File: src/rtl/core/bpmc_pkg.sv
// Package for the button press mode controller: widths, reset values,
// register indexes, LED mode, press event and fade phase codes. No dependencies.
package bpmc_pkg;

  localparam int TIMER_WIDTH = 16;
  localparam int DUTY_W      = 8;
  localparam int FADE_W      = 8;
  localparam int CFG_IDX_W   = 3;
  localparam int CFG_DATA_W  = 16;

  localparam logic [DUTY_W-1:0] DUTY_MAX = 8'd255;
  localparam logic [TIMER_WIDTH-1:0] TIMER_MAX = {TIMER_WIDTH{1'b1}};

  localparam logic [TIMER_WIDTH-1:0] DEBOUNCE_RESET  = 16'd50;
  localparam logic [TIMER_WIDTH-1:0] LONG_RESET      = 16'd3000;
  localparam logic [TIMER_WIDTH-1:0] VIBRATOR_RESET  = 16'd10000;
  localparam logic [TIMER_WIDTH-1:0] IDLE_RESET      = 16'd5000;
  localparam logic [FADE_W-1:0]      FADE_STEP_RESET = 8'd3;

  typedef enum logic [CFG_IDX_W-1:0] {
    REG_DEBOUNCE  = 3'd0,
    REG_LONG      = 3'd1,
    REG_VIBRATOR  = 3'd2,
    REG_IDLE      = 3'd3,
    REG_FADE_STEP = 3'd4
  } reg_idx_t;

  typedef enum logic [1:0] {
    MODE_OFF  = 2'd0,
    MODE_RED  = 2'd1,
    MODE_FADE = 2'd2
  } led_mode_t;

  typedef enum logic [1:0] {
    EV_NONE  = 2'd0,
    EV_SHORT = 2'd1,
    EV_LONG  = 2'd2
  } press_event_t;

  typedef enum logic [1:0] {
    PHASE_RG = 2'd0,
    PHASE_BR = 2'd1,
    PHASE_GB = 2'd2
  } fade_phase_t;

endpackage

File: src/rtl/core/bpmc_ifs.sv
// Valid/ready channel interfaces for the button press mode controller:
// tick input beat and result beat. Depends on bpmc_pkg.
interface bpmc_in_if;
  logic valid;
  logic ready;
  logic button_level;

  modport source (output valid, output button_level, input ready);
  modport sink   (input valid, input button_level, output ready);
endinterface

interface bpmc_out_if;
  logic                        valid;
  logic                        ready;
  logic [bpmc_pkg::DUTY_W-1:0] red_duty;
  logic [bpmc_pkg::DUTY_W-1:0] green_duty;
  logic [bpmc_pkg::DUTY_W-1:0] blue_duty;
  logic                        vibrator_on;
  logic                        sleep_request;
  logic                        button_held;
  logic [1:0]                  led_mode;
  logic [1:0]                  press_event;

  modport source (output valid, output red_duty, output green_duty, output blue_duty,
                  output vibrator_on, output sleep_request, output button_held,
                  output led_mode, output press_event, input ready);
  modport sink   (input valid, input red_duty, input green_duty, input blue_duty,
                  input vibrator_on, input sleep_request, input button_held,
                  input led_mode, input press_event, output ready);
endinterface

File: src/rtl/core/button_press_mode_controller_unit.sv
// Button press mode controller: input register, one-cycle state update, result register.
// Depends on bpmc_pkg and the channel interfaces in bpmc_ifs.sv.
// Tick beats pass the input register, then the result register; an untaken result stalls both.
// One tick beat per cycle if unstalled; the state update is one pass of compares and muxes.
// Reset (rst, synchronous): configuration registers take their default values, all state
// clears to released button, LED off, vibrator off, no sleep request; both registers empty.
module button_press_mode_controller_unit (
  input  logic                               clk,
  input  logic                               rst,
  input  logic                               cfg_we,
  input  logic [bpmc_pkg::CFG_IDX_W-1:0]     cfg_index,
  input  logic [bpmc_pkg::CFG_DATA_W-1:0]    cfg_data,
  bpmc_in_if.sink                            btn,
  bpmc_out_if.source                         res
);
  import bpmc_pkg::*;

  // configuration
  logic [TIMER_WIDTH-1:0] debounce_ticks;
  logic [TIMER_WIDTH-1:0] long_press_ticks;
  logic [TIMER_WIDTH-1:0] vibrator_ticks;
  logic [TIMER_WIDTH-1:0] idle_ticks;
  logic [FADE_W-1:0]      fade_step_ticks;

  // input register
  logic in_valid;
  logic in_level;
  logic advance;

  // state
  logic                   previous_raw;
  logic [TIMER_WIDTH-1:0] stable_count;
  logic                   debounced_level;
  logic                   long_seen;
  logic [1:0]             mode_reg;
  logic                   vibrator_active;
  logic [TIMER_WIDTH-1:0] vibrator_count;
  logic [TIMER_WIDTH-1:0] idle_count;
  logic                   sleep_flag;
  logic [DUTY_W-1:0]      red, green, blue;
  logic [1:0]             fade_phase;
  logic [FADE_W-1:0]      fade_index;
  logic [FADE_W-1:0]      fade_prescale;

  logic [TIMER_WIDTH-1:0] stable_count_next;
  logic                   debounced_level_next;
  logic                   long_seen_next;
  logic [1:0]             mode_reg_next;
  logic                   vibrator_active_next;
  logic [TIMER_WIDTH-1:0] vibrator_count_next;
  logic [TIMER_WIDTH-1:0] idle_count_next;
  logic                   sleep_flag_next;
  logic [DUTY_W-1:0]      red_next, green_next, blue_next;
  logic [1:0]             fade_phase_next;
  logic [FADE_W-1:0]      fade_index_next;
  logic [FADE_W-1:0]      fade_prescale_next;
  logic [1:0]             event_next;

  // output register
  logic out_valid;

  assign advance   = in_valid && (!out_valid || res.ready);
  assign btn.ready = !in_valid || advance;
  assign res.valid = out_valid;

  always_ff @(posedge clk) begin
    if (rst) begin
      debounce_ticks   <= DEBOUNCE_RESET;
      long_press_ticks <= LONG_RESET;
      vibrator_ticks   <= VIBRATOR_RESET;
      idle_ticks       <= IDLE_RESET;
      fade_step_ticks  <= FADE_STEP_RESET;
    end else if (cfg_we) begin
      case (cfg_index)
        REG_DEBOUNCE:  debounce_ticks   <= cfg_data;
        REG_LONG:      long_press_ticks <= cfg_data;
        REG_VIBRATOR:  vibrator_ticks   <= cfg_data;
        REG_IDLE:      idle_ticks       <= cfg_data;
        REG_FADE_STEP: fade_step_ticks  <= cfg_data[FADE_W-1:0];
        default: ;
      endcase
    end
  end

  always_comb begin
    logic [FADE_W-1:0] step;
    logic [FADE_W:0]   pre_inc;
    logic [DUTY_W-1:0] inv;
    logic              mode_off_next;

    red_next           = red;
    green_next         = green;
    blue_next          = blue;
    fade_phase_next    = fade_phase;
    fade_index_next    = fade_index;
    fade_prescale_next = fade_prescale;
    step               = (fade_step_ticks == '0) ? FADE_W'(1) : fade_step_ticks;
    pre_inc            = {1'b0, fade_prescale} + (FADE_W+1)'(1);
    inv                = DUTY_MAX - fade_index;

    case (mode_reg)
      MODE_RED: begin
        red_next   = DUTY_MAX;
        green_next = '0;
        blue_next  = '0;
      end
      MODE_FADE: begin
        if (fade_prescale == '0) begin
          case (fade_phase)
            PHASE_RG: begin
              red_next   = fade_index;
              green_next = inv;
            end
            PHASE_BR: begin
              blue_next = fade_index;
              red_next  = inv;
            end
            default: begin
              green_next = fade_index;
              blue_next  = inv;
            end
          endcase
          if (fade_index >= DUTY_MAX) begin
            fade_index_next = '0;
            fade_phase_next = (fade_phase >= PHASE_GB) ? PHASE_RG : fade_phase + 2'd1;
          end else begin
            fade_index_next = fade_index + FADE_W'(1);
          end
        end
        fade_prescale_next = (pre_inc >= {1'b0, step}) ? '0 : pre_inc[FADE_W-1:0];
      end
      default: begin
        red_next   = '0;
        green_next = '0;
        blue_next  = '0;
      end
    endcase

    vibrator_active_next = vibrator_active;
    vibrator_count_next  = vibrator_count;
    if (vibrator_active) begin
      if (vibrator_count <= TIMER_WIDTH'(1)) begin
        vibrator_active_next = 1'b0;
        vibrator_count_next  = '0;
      end else begin
        vibrator_count_next = vibrator_count - TIMER_WIDTH'(1);
      end
    end

    if (in_level != previous_raw) begin
      stable_count_next = '0;
    end else begin
      stable_count_next = (stable_count == TIMER_MAX) ? TIMER_MAX
                                                      : stable_count + TIMER_WIDTH'(1);
    end

    debounced_level_next = debounced_level;
    long_seen_next       = long_seen;
    event_next           = EV_NONE;
    if (stable_count_next > debounce_ticks) begin
      if (!in_level && debounced_level_next) begin
        debounced_level_next = 1'b0;
        long_seen_next       = 1'b0;
      end
      if (!debounced_level_next && stable_count_next > long_press_ticks && !long_seen_next) begin
        long_seen_next = 1'b1;
        event_next     = EV_LONG;
      end
      if (in_level && !debounced_level_next) begin
        debounced_level_next = 1'b1;
        if (!long_seen_next) event_next = EV_SHORT;
        long_seen_next = 1'b0;
      end
    end

    mode_reg_next = mode_reg;
    if (event_next == EV_SHORT) begin
      case (mode_reg)
        MODE_RED:  mode_reg_next = MODE_FADE;
        MODE_FADE: mode_reg_next = MODE_OFF;
        default:   mode_reg_next = MODE_RED;
      endcase
    end else if (event_next == EV_LONG) begin
      vibrator_active_next = 1'b1;
      vibrator_count_next  = vibrator_ticks;
    end

    mode_off_next   = (mode_reg_next != MODE_RED) && (mode_reg_next != MODE_FADE);
    sleep_flag_next = sleep_flag;
    if (mode_off_next && !vibrator_active_next) begin
      idle_count_next = (idle_count == TIMER_MAX) ? TIMER_MAX : idle_count + TIMER_WIDTH'(1);
      if (idle_count_next > idle_ticks) sleep_flag_next = 1'b1;
    end else begin
      idle_count_next = '0;
    end
  end

  always_ff @(posedge clk) begin
    if (rst) begin
      in_valid        <= 1'b0;
      out_valid       <= 1'b0;
      previous_raw    <= 1'b1;
      stable_count    <= '0;
      debounced_level <= 1'b1;
      long_seen       <= 1'b0;
      mode_reg        <= MODE_OFF;
      vibrator_active <= 1'b0;
      vibrator_count  <= '0;
      idle_count      <= '0;
      sleep_flag      <= 1'b0;
      red             <= '0;
      green           <= '0;
      blue            <= '0;
      fade_phase      <= PHASE_RG;
      fade_index      <= '0;
      fade_prescale   <= '0;
    end else begin
      if (btn.valid && btn.ready) begin
        in_valid <= 1'b1;
      end else if (advance) begin
        in_valid <= 1'b0;
      end
      if (advance) begin
        out_valid <= 1'b1;
      end else if (res.ready) begin
        out_valid <= 1'b0;
      end
      if (advance) begin
        previous_raw    <= in_level;
        stable_count    <= stable_count_next;
        debounced_level <= debounced_level_next;
        long_seen       <= long_seen_next;
        mode_reg        <= mode_reg_next;
        vibrator_active <= vibrator_active_next;
        vibrator_count  <= vibrator_count_next;
        idle_count      <= idle_count_next;
        sleep_flag      <= sleep_flag_next;
        red             <= red_next;
        green           <= green_next;
        blue            <= blue_next;
        fade_phase      <= fade_phase_next;
        fade_index      <= fade_index_next;
        fade_prescale   <= fade_prescale_next;
      end
    end
  end

  // payload registers
  always_ff @(posedge clk) begin
    if (btn.valid && btn.ready) in_level <= btn.button_level;
    if (advance) begin
      res.red_duty      <= red_next;
      res.green_duty    <= green_next;
      res.blue_duty     <= blue_next;
      res.vibrator_on   <= vibrator_active_next;
      res.sleep_request <= sleep_flag_next;
      res.button_held   <= ~debounced_level_next;
      res.led_mode      <= mode_reg_next;
      res.press_event   <= event_next;
    end
  end

endmodule
File: src/flat_wrapper.sv
// flat-port wrapper written by rule: the top's interface ports become plain ports
module button_press_mode_controller_unit_flat import bpmc_pkg::*;
  (clk, rst, cfg_we, cfg_index, cfg_data, btn_valid, btn_button_level, btn_ready, res_valid, res_red_duty, res_green_duty, res_blue_duty, res_vibrator_on, res_sleep_request, res_button_held, res_led_mode, res_press_event, res_ready);
  bpmc_in_if btn_i ();
  bpmc_out_if res_i ();
  input  logic clk;
  input  logic rst;
  input  logic cfg_we;
  input  logic [bpmc_pkg::CFG_IDX_W-1:0] cfg_index;
  input  logic [bpmc_pkg::CFG_DATA_W-1:0] cfg_data;
  input wire logic [$bits(btn_i.valid)-1:0] btn_valid;
  input wire logic [$bits(btn_i.button_level)-1:0] btn_button_level;
  output wire logic [$bits(btn_i.ready)-1:0] btn_ready;
  output wire logic [$bits(res_i.valid)-1:0] res_valid;
  output wire logic [$bits(res_i.red_duty)-1:0] res_red_duty;
  output wire logic [$bits(res_i.green_duty)-1:0] res_green_duty;
  output wire logic [$bits(res_i.blue_duty)-1:0] res_blue_duty;
  output wire logic [$bits(res_i.vibrator_on)-1:0] res_vibrator_on;
  output wire logic [$bits(res_i.sleep_request)-1:0] res_sleep_request;
  output wire logic [$bits(res_i.button_held)-1:0] res_button_held;
  output wire logic [$bits(res_i.led_mode)-1:0] res_led_mode;
  output wire logic [$bits(res_i.press_event)-1:0] res_press_event;
  input wire logic [$bits(res_i.ready)-1:0] res_ready;
  assign btn_i.valid = btn_valid;
  assign btn_i.button_level = btn_button_level;
  assign btn_ready = btn_i.ready;
  assign res_valid = res_i.valid;
  assign res_red_duty = res_i.red_duty;
  assign res_green_duty = res_i.green_duty;
  assign res_blue_duty = res_i.blue_duty;
  assign res_vibrator_on = res_i.vibrator_on;
  assign res_sleep_request = res_i.sleep_request;
  assign res_button_held = res_i.button_held;
  assign res_led_mode = res_i.led_mode;
  assign res_press_event = res_i.press_event;
  assign res_i.ready = res_ready;
  button_press_mode_controller_unit u_core (.clk(clk), .rst(rst), .cfg_we(cfg_we), .cfg_index(cfg_index), .cfg_data(cfg_data), .btn(btn_i), .res(res_i));
endmodule
File: config.mk
export PLATFORM = sky130hd
export DESIGN_NAME = button_press_mode_controller_unit_flat
export DESIGN_NICKNAME = d
export VERILOG_FILES = /design/src/rtl/core/bpmc_pkg.sv /design/src/rtl/core/bpmc_ifs.sv /design/src/rtl/core/button_press_mode_controller_unit.sv /design/src/flat_wrapper.sv
export SDC_FILE = /design/constraint.sdc
export NUM_CORES = 1
export LEC_CHECK = 0
export ABC_AREA = 1
export CAP_MARGIN = 10
export CORE_ASPECT_RATIO = 0.75
export CORE_MARGIN = 5
export CORE_UTILIZATION = 55
export DETAILED_ROUTE_END_ITERATION = 12
export DONT_BUFFER_PORTS = 1
export GPL_TIMING_DRIVEN = 0
export HOLD_SLACK_MARGIN = 0.03
export PLACE_DENSITY = 0.7
export SETUP_SLACK_MARGIN = 0.5
export SYNTH_ARGS = -nofsm -noshare
export SYNTH_HDL_FRONTEND = slang
export SYNTH_SLANG_ARGS = --single-unit
File: constraint.sdc
create_clock -name clk -period 9.7 [get_ports clk]
set_input_delay 1.94 -clock clk [delete_from_list [all_inputs] [get_ports clk]]
set_output_delay 1.94 -clock clk [all_outputs]
set_load 0.01 [all_outputs]
; Word-level counts from Yosys, hierarchy flattened
; Cells that the tools add are included.
[totals]
out_inout_bits = 33
register_bits = 203
elab_cells = 137
[op_classes]
reduce_logical = 31
eq_ne = 14
add_sub_neg = 7
n_lt_le_gt_ge = 7
muxes = 46
bitwise_logic = 1
[ops]
columns = operator, n
row1 = $mux W16, 8
row2 = $mux W8, 8
row3 = $pmux W8 S2, 4
row4 = $gt A16 B16 Y1, 3
row5 = $add A16 B1 Y16 const B, 2
row6 = $eq A16 B16 Y1 const B, 2
row7 = $mux W1, 19
row8 = $le A16 B1 Y1 const B, 1
row9 = $logic_not A8 Y1, 2
row10 = $sub A16 B1 Y16 const B, 1
row11 = $reduce_and A2 Y1, 7
row12 = $mux W2, 6
row13 = $add A8 B1 Y9 const B, 1
row14 = $ge A9 B8 Y1, 1
row15 = $add A8 B1 Y8 const B, 1
row16 = $ge A8 B8 Y1 const B, 1
row17 = $logic_and A1 B1 Y1, 8
row18 = $sub A8 B8 Y8 const A, 1
row19 = $eq A2 B1 Y1 const B, 3
row20 = $eq A3 B2 Y1 const B, 2
row21 = $logic_not A1 Y1, 6
row22 = $eq A2 B2 Y1 const B, 2
row23 = $pmux W2 S2, 1
row24 = $reduce_and A4 Y1, 1
row25 = 13 further kinds, 15

; Depth between registers and ports, before layout
; Gate-level depths: netlist (run 1).
[logic_depth]
ltp_word = 19
mapped_depth = 28
mapped_depth_nobuf = 27

; Worst setup path before layout (run 1)
; Ideal clock, no wire load.
[synth_timing]
kind = input-to-output
startpoint = in res_ready
endpoint = out btn_ready
n_path_buf = 0
arrival_time_ns = 2.124
stages = 2
slack_ns = 5.636
path_cell_list = inv_1 > nand3_1
[synth_between]
elab_chain_cells = 3
[synth_lines]
columns = item, line
row1 = start: declaration, flat_wrapper.sv:23  ; input wire logic [$bits(res_i.ready)-1:0] res_ready;
row2 = $logic_or A1 B1 Y1, button_press_mode_controller_unit.sv:62  ; assign advance = in_valid && (!out_valid || res.ready);
row3 = $logic_and A1 B1 Y1, button_press_mode_controller_unit.sv:62
row4 = $logic_or A1 B1 Y1, button_press_mode_controller_unit.sv:63  ; assign btn.ready = !in_valid || advance;
row5 = end: declaration, flat_wrapper.sv:13  ; output wire logic [$bits(btn_i.ready)-1:0] btn_ready;
; No other way between the ends.

; Worst setup path in the final report (run 1)
[layout_timing]
startpoint = reg u_core.stable_count[0]
endpoint = reg u_core.vibrator_count[7]
[layout_between]
elab_chain_cells = 14
word_cells_on_any_way = 18
[layout_lines]
columns = item, line
row1 = start: declaration, button_press_mode_controller_unit.sv:32  ; logic [TIMER_WIDTH-1:0] stable_count;
row2 = start signal: assignment, button_press_mode_controller_unit.sv:230  ; stable_count <= stable_count_next;
row3 = $add A16 B1 Y16 / $eq A16 B16 Y1 (equally long branches), "button_press_mode_controller_unit.sv:154, button_press_mode_controller_unit.sv:153"
row4 = $mux W16 (*), button_press_mode_controller_unit.sv:153  ; stable_count_next = (stable_count == TIMER_MAX) ? TIMER_MAX
row5 = $mux W16 (*), button_press_mode_controller_unit.sv:150  ; if (in_level != previous_raw) begin
row6 = net u_core.stable_count_next[14], button_press_mode_controller_unit.sv:45  ; logic [TIMER_WIDTH-1:0] stable_count_next;
row7 = $gt A16 B16 Y1, button_press_mode_controller_unit.sv:165  ; if (!debounced_level_next && stable_count_next > long_press_ticks && !long_seen_next) begin
row8 = $logic_and A1 B1 Y1 (2 in series), button_press_mode_controller_unit.sv:165
row9 = $mux W1, button_press_mode_controller_unit.sv:165
row10 = $mux W1, button_press_mode_controller_unit.sv:160  ; if (stable_count_next > debounce_ticks) begin
row11 = $mux W2, button_press_mode_controller_unit.sv:171  ; if (!long_seen_next) event_next = EV_SHORT;
row12 = $mux W2, button_press_mode_controller_unit.sv:169  ; if (in_level && !debounced_level_next) begin
row13 = $mux W2 (*), button_press_mode_controller_unit.sv:160
row14 = net u_core.event_next[1], button_press_mode_controller_unit.sv:57  ; logic [1:0] event_next;
row15 = $eq A2 B2 Y1, button_press_mode_controller_unit.sv:183  ; end else if (event_next == EV_LONG) begin
row16 = $mux W16, button_press_mode_controller_unit.sv:183
row17 = $mux W16 (*), button_press_mode_controller_unit.sv:177  ; if (event_next == EV_SHORT) begin
row18 = end signal: assignment, button_press_mode_controller_unit.sv:235  ; vibrator_count <= vibrator_count_next;
row19 = end: declaration, button_press_mode_controller_unit.sv:37  ; logic [TIMER_WIDTH-1:0] vibrator_count;
; The timed path passes the listed nets; every way through them passes the cells marked *. The select of a mux whose other input is x is not followed.
; A chain may end at the register's enable or synchronous reset.

==> results of run 1 <==
-- placed cells by master, fill, tap and decap left out, drive strengths merged --
| cell | Yosys | final |
|---|---|---|
| nand2 | 234 | 234 |
| buf | 12 | 13 |
| a21o | 3 | 3 |
| a21oi | 162 | 162 |
| nor4 | 7 | 7 |
| nor2 | 152 | 152 |
| or2 | 5 | 5 |
| xor2 | 25 | 25 |
| inv | 185 | 187 |
| o21ai | 181 | 181 |
| edfxtp | 32 | 32 |
| o21bai | 2 | 2 |
| o211ai | 30 | 30 |
| xnor2 | 9 | 9 |
| nor3 | 19 | 19 |
| o21a | 2 | 2 |
| nand4 | 16 | 16 |
| and3 | 1 | 1 |
| o211a | 7 | 7 |
| a211oi | 3 | 3 |
| ha | 65 | 65 |
| clkinv | 1 | 5 |
| nand3 | 63 | 63 |
| a41oi | 1 | 1 |
| dlygate4sd3 | 1 | 1 |
| o22ai | 1 | 1 |
| a31oi | 2 | 2 |
| dfxtp | 171 | 171 |
| clkbuf | 47 | 80 |
| a41o | 1 | 1 |
-- cell type report --
type,count,area share [%]
multi-input cells,991,46.2
flip-flops and latches,203,36.6
inverters,186,5.83
clock buffers,33,5.80
well taps,253,2.65
plain buffers,60,2.44
clock inverters,6,0.293
repair buffers,1,0.167
-- kinds of logic after synthesis --
logic type | after synthesis | share of synthesized area [%]
DFF | 203 | 40.2
and+or+nand+nor | 497 | 20.6
xor gates and xnor gates | 34 | 2.73
adders and majority gates | 65 | 7.46
buffers and inverters | 246 | 9.07
AOI/OAI and AO/OA | 395 | 19.9
-- per-layer routing --
metal  wire length (µm)  global-route usage, %  up-vias
li1                   -                      -     4851
met1              14400                   37.9     4520
met2              12800                   38.1      345
met3               2450                   5.96       45
met4                816                   6.69        0
met5                  0                      0        -
-- per-stage QoR --
step,power (mW),cell area [µm²]
6_report,2.01,12000
3_3_place_gp,1.16,11200
4_1_cts,2.01,12000
2_1_floorplan,1.10,10900
3_5_place_dp,1.17,11200
5_1_grt,2.08,12000
-- worst paths after layout --
path	from	endpoint	slack (ns)	depth (start not counted)
max	u_core.stable_count[0]	u_core.vibrator_count[7]	5.33	22
min	u_core.idle_ticks[11]	u_core.idle_ticks[11]	0.46	2
max reg2reg	u_core.stable_count[0]	u_core.vibrator_count[7]	5.33	22
min reg2reg	u_core.idle_ticks[11]	u_core.idle_ticks[11]	0.46	2
-- worst max-delay path, stage by stage, from the launching register on --
cell and delay [ns]:
dfxtp_1 0.38, ha_1 0.24, nand4_1 0.16, nor2_1 0.19, nand3_1 0.18, nor3_2 0.30
nand4_1 0.19, xor2_1 0.16, nand2_1 0.06, nand2_1 0.08, inv_1 0.08, ha_1 0.29
nand4_1 0.13, nor2_1 0.29, nand2_1 0.09, nand2_1 0.18, nand3_4 0.18, nor2_4 0.29
inv_2 0.16, buf_2 0.22, o21ai_0 0.11, o211ai_1 0.14, a21oi_1 0.17
-- report_power, final --
group | switching (mW) | total [mW] | internal, mW
clock network | 0.353 | 0.848 | 0.495
registers | 0.0243 | 0.916 | 0.892
logic | 0.167 | 0.241 | 0.0746
total | 0.544 | 2.01 | 1.46
==> metrics.csv, run 1 <==
metric,value,unit
synth_edf_count,32,
cts_root_buffer,clkbuf_16,
critPathMaxFanout,10,
cellPowerDensity,168,nW/µm²
grt_pass1_vias,9122,
worstPathArrival,4.80,ns
period_needed,4.37,ns
grt_overflow,0,
syn_area_per_cell,7.57,µm²
setup_viol,0,
route.detailed.drc,0,
ys_ff_latch,203,
endpoint_kind,flip-flop,
critPathRequiredTime,10.14,ns
fillCellCount,1734,
dr.first_iter.drc_count,855,
maxSlewHeadroom,38.1,%
register_area,4380,µm²
place.port_buffers,0,
hpwl,22.4,mm
insertedDiodeCount,0,
cts_buffer_depth,3,
clock_latency,0.51,ns
io_pins,58,
wl_per_cell,17.6,µm
synthTopCellsByArea,"dfxtp_1 31%, edfxtp_1 8.8%, o21ai_0 8.0%",
synth_ff_type,dfxtp_1,
cts_setup_buffers,0,
period_share,45.0,%
core-area,19400,µm²
grt_pass1_wl,48.6,mm
wirelength,30.4,mm
yosysTopAreaCell,dfxtp_1,
gp_congestion,0.956,
cts_max_level,1,
synthCells,1440,
grt_antenna_before_repair,0,
clock_sinks,203,
final_cells,1733,
cts_tree,built,
multi_input_area,5530,µm²
yosysSeqAreaShare,40.2,%
rsz0062_at_grt,no,
fin_skew,0.0127,ns
ys_types,50,
vias,9761,
antenna_left,0,
max_clock_freq,0.229,GHz
utilization,61.6,%
dieArea,22800,µm²
die_h,132,µm
start_util,56.1,%
ir_worst_vdd,0.156,mV
cts_resized,0,
setup_ws,5.33,ns
yosys_warnings,0,
hold_path.class,flip-flop to flip-flop,
rows,44,
fin_nets,1555,
worst_pin_slew,0.921,ns
synth_commonest_cells,"222 x nand2_1, 175 x o21ai_0, 173 x inv_1, 171 x dfxtp_1, 151 x a21oi_1",
holdBufCountCts,0,
synth_top_area_share,31.4,%
grtUsageTotal,25.7,%
synth.most_common_cell,nand2_1,
p_leak,5.25,nW
crit_type,flip-flop to flip-flop,
syn_area,10900,µm²
cts_buffers,22,
hold_slack,0.459,ns
startpoint_type,flip-flop,
hold_viol,0,
dr.pass1.iters,5,
setup_tns,0,ns
final_max_slew_viol_count,0,
fp.dieW,173,µm
drv_cap,0,
drive_gt1_share,7.84,%
path_clk_slew,0.06,ns
synth_nets,1530,
syn_to_final_growth,9.79,%
postSynth.asyncResetShare,0,%
outcome,"complete, no violations",
pre_cts_ws,5.53,ns
grt_start_max_net_pins,24,
dp.cells,1694,
viasPerCell,5.63,
Power figures use the tool's default switching activity.
==> run 2, diff against run 1 <==
ABC_AREA = 0   (was 1)
clock period = 4.6 ns   (was 9.7 ns; I/O delays follow)
==> metrics.csv, run 2 <==
metric,value,unit
die_h,132,µm
crit_top_cell,buf_4,
viasPerCell,5.97,
core-area,19400,µm²
synth.most_common_cell,nand2_1,
utilization,64.1,%
synth_commonest_cells,"294 x nand2_1, 171 x dfxtp_1, 152 x a21oi_1, 71 x inv_1, 66 x clkbuf_1",
critPathRequiredTime,4.86,ns
route.detailed.drc,0,
syn_to_final_growth,13.9,%
dr.first_iter.drc_count,1003,
vias,9870,
fp.dieW,173,µm
grt_pass1_wl,49.4,mm
p_clk_share,45.7,%
path_clk_slew,0.06,ns
fin_skew,0.0111,ns
period_needed,4.01,ns
grtUsageMet1,39.1,%
synth_nets,1430,
cts_buffers,22,
antenna_left,0,
final_cells,1653,
cts_max_level,1,
start_util,56.3,%
io_pins,58,
cts_root_buffer,clkbuf_16,
ir_worst_vdd,0.335,mV
power,3.82,mW
ys_ff_latch,203,
hold_viol,0,
p_leak,4.73,nW
grt_pass1_vias,9008,
ys_types,72,
worstPathArrival,4.27,ns
grtUsageTotal,26.4,%
drv_cap,0,
grt_antenna_before_repair,1,
use_met3,4.62,%
cp_top_family,simple AND/OR/NAND/NOR gates,
synth_ff_type,dfxtp_1,
rows,44,
top_usage_layer,met2,
holdBufCountCts,0,
period_share,87.2,%
setup_viol,0,
worst_pin_slew,0.902,ns
clock_latency,0.51,ns
setup_tns,0,ns
wirelength,31.5,mm
p_switching,0.898,mW
postSynth.asyncResetShare,0,%
startpoint_type,flip-flop,
final_cell_mix,"294 x nand2_1, 168 x dfxtp_1, 139 x a21oi_1",
cts_buffer_depth,3,
synth_edf_count,32,
p_int,2.92,mW
rsz0062_at_grt,yes,
layout_commonest_cell,nand2_1,
fillCellCount,1659,
syn_area,10900,µm²
insertedDiodeCount,0,
yosysSeqAreaShare,40.1,%
critPathMaxFanout,10,
crit_type,flip-flop to flip-flop,
wl_per_cell,19.1,µm
place.port_buffers,0,
dp.cells,1594,
hold_slack,0.452,ns
fin_nets,1474,
share_comb_of_total_power,5.6,%
power_frac_seq,48.7,%
grt_overflow,0,
cp_slowest_cell,or4_1,
dr.pass1.iters,5,
yosys_warnings,0,
synth_top_area_share,31.3,%
gp_congestion,0.949,
path_cells,buf_4 > xor2_4 > clkbuf_2 > nor2_1 > ha_1 > nand4_1 > buf_4 > nor2_1 > o2bb2ai_1 > or4_1 > nand3b_1 > buf_4 > a21oi_1 > a31o_1,
grt_start_max_net_pins,29,
hpwl,22.6,mm
drive_gt1_share,9.57,%
critPathMaxStageDelay,0.54,ns
synthTopCellsByArea,"dfxtp_1 31%, nand2_1 10%, edfxtp_1 8.8%",
max_clock_freq,0.249,GHz
swShare,23.5,%
maxSlewHeadroom,39.2,%
synthCells,1340,
met2_usage,39.7,%
yosysTopAreaCell,dfxtp_1,
hold_path.class,flip-flop to flip-flop,
clock_sinks,203,
cts_tree,built,
final_max_slew_viol_count,0,
dieArea,22800,µm²
syn_area_per_cell,8.16,µm²
cp_num_buf_inv,4,
cellPowerDensity,307,nW/µm²
outcome,"complete, no violations",
endpoint_kind,flip-flop,
run 2: cell types whose count changed after synthesis, moves of 20 or more:
cell / previous run / this run
clkbuf_1: 46 / 66
inv_1: 173 / 71
nand2_1: 222 / 294
nor2_1: 143 / 57
nor2b_1: 0 / 24
o21ai_0: 175 / 22
run 2: power groups by stage:
stage / combinational (mW) / sequential [mW] / clock [mW]
after floorplan: 0.133 / 1.89 / 0
after global placement: 0.189 / 1.90 / 0
after detailed placement: 0.194 / 1.90 / 0
after CTS: 0.205 / 1.86 / 1.77
after global routing: 0.234 / 1.86 / 1.84
final: 0.215 / 1.86 / 1.75
run 2: layer usage:
layer | vias to the layer above | wire [µm] | part of all wire (%)
li1 | 4780 | - | -
met1 | 4633 | 14700 | 46
met2 | 389 | 13500 | 43
met3 | 66 | 2530 | 8.0
met4 | 2 | 806 | 2.6
met5 | - | 13 | 0.041
run 2: kinds of logic after synthesis:
group                      after synthesis  share of synthesized area [%]
and+or+nand+nor                        542                           23.1
adders and majority gates               65                           7.44
AOI/OAI and AO/OA                      306                           17.7
xor gates and xnor gates                44                           3.52
buffers and inverters                  152                           5.47
DFF                                    203                           40.1
muxes                                   28                           2.76
run 2: area by class of cell:
class	instances	area, µm²	area share, %
plain buffers	80	349	2.80
clock inverters	5	28.8	0.231
flip-flops and latches	203	4390	35.2
well taps	253	317	2.54
inverters	72	270	2.17
repair buffers	20	163	1.31
multi-input cells	985	6250	50.2
clock buffers	35	691	5.55
run 2: path summary, 6_finish.rpt:
kind | start | to | slack, ns | depth (start not counted)
max | u_core.in_level | u_core.res.sleep_request | 0.59 | 14
min | u_core.red[1] | u_core.red[1] | 0.45 | 2
max reg2reg | u_core.in_level | u_core.res.sleep_request | 0.59 | 14
min reg2reg | u_core.red[1] | u_core.red[1] | 0.45 | 2
run 2: through the flow:
stage          setup slack [ns]  instance area, µm²
2_1_floorplan             0.793               10900
3_3_place_gp             -0.335               11300
5_1_grt                   0.399               12500
3_5_place_dp             -0.397               11300
6_report                  0.588               12500
4_1_cts                   0.512               12300
run 2: repair_timing:
action	4_1_cts	5_1_grt
endpoints found under the setup margin	43	39
setup buffers	8	11
pin swaps	9	10
gates resized for setup	45	18
run 2: tightest hold or removal path, stage by stage, from the launching register on:
cell and delay [ns]:
dfxtp_1 0.30, nand2_1 0.05, a21oi_1 0.05
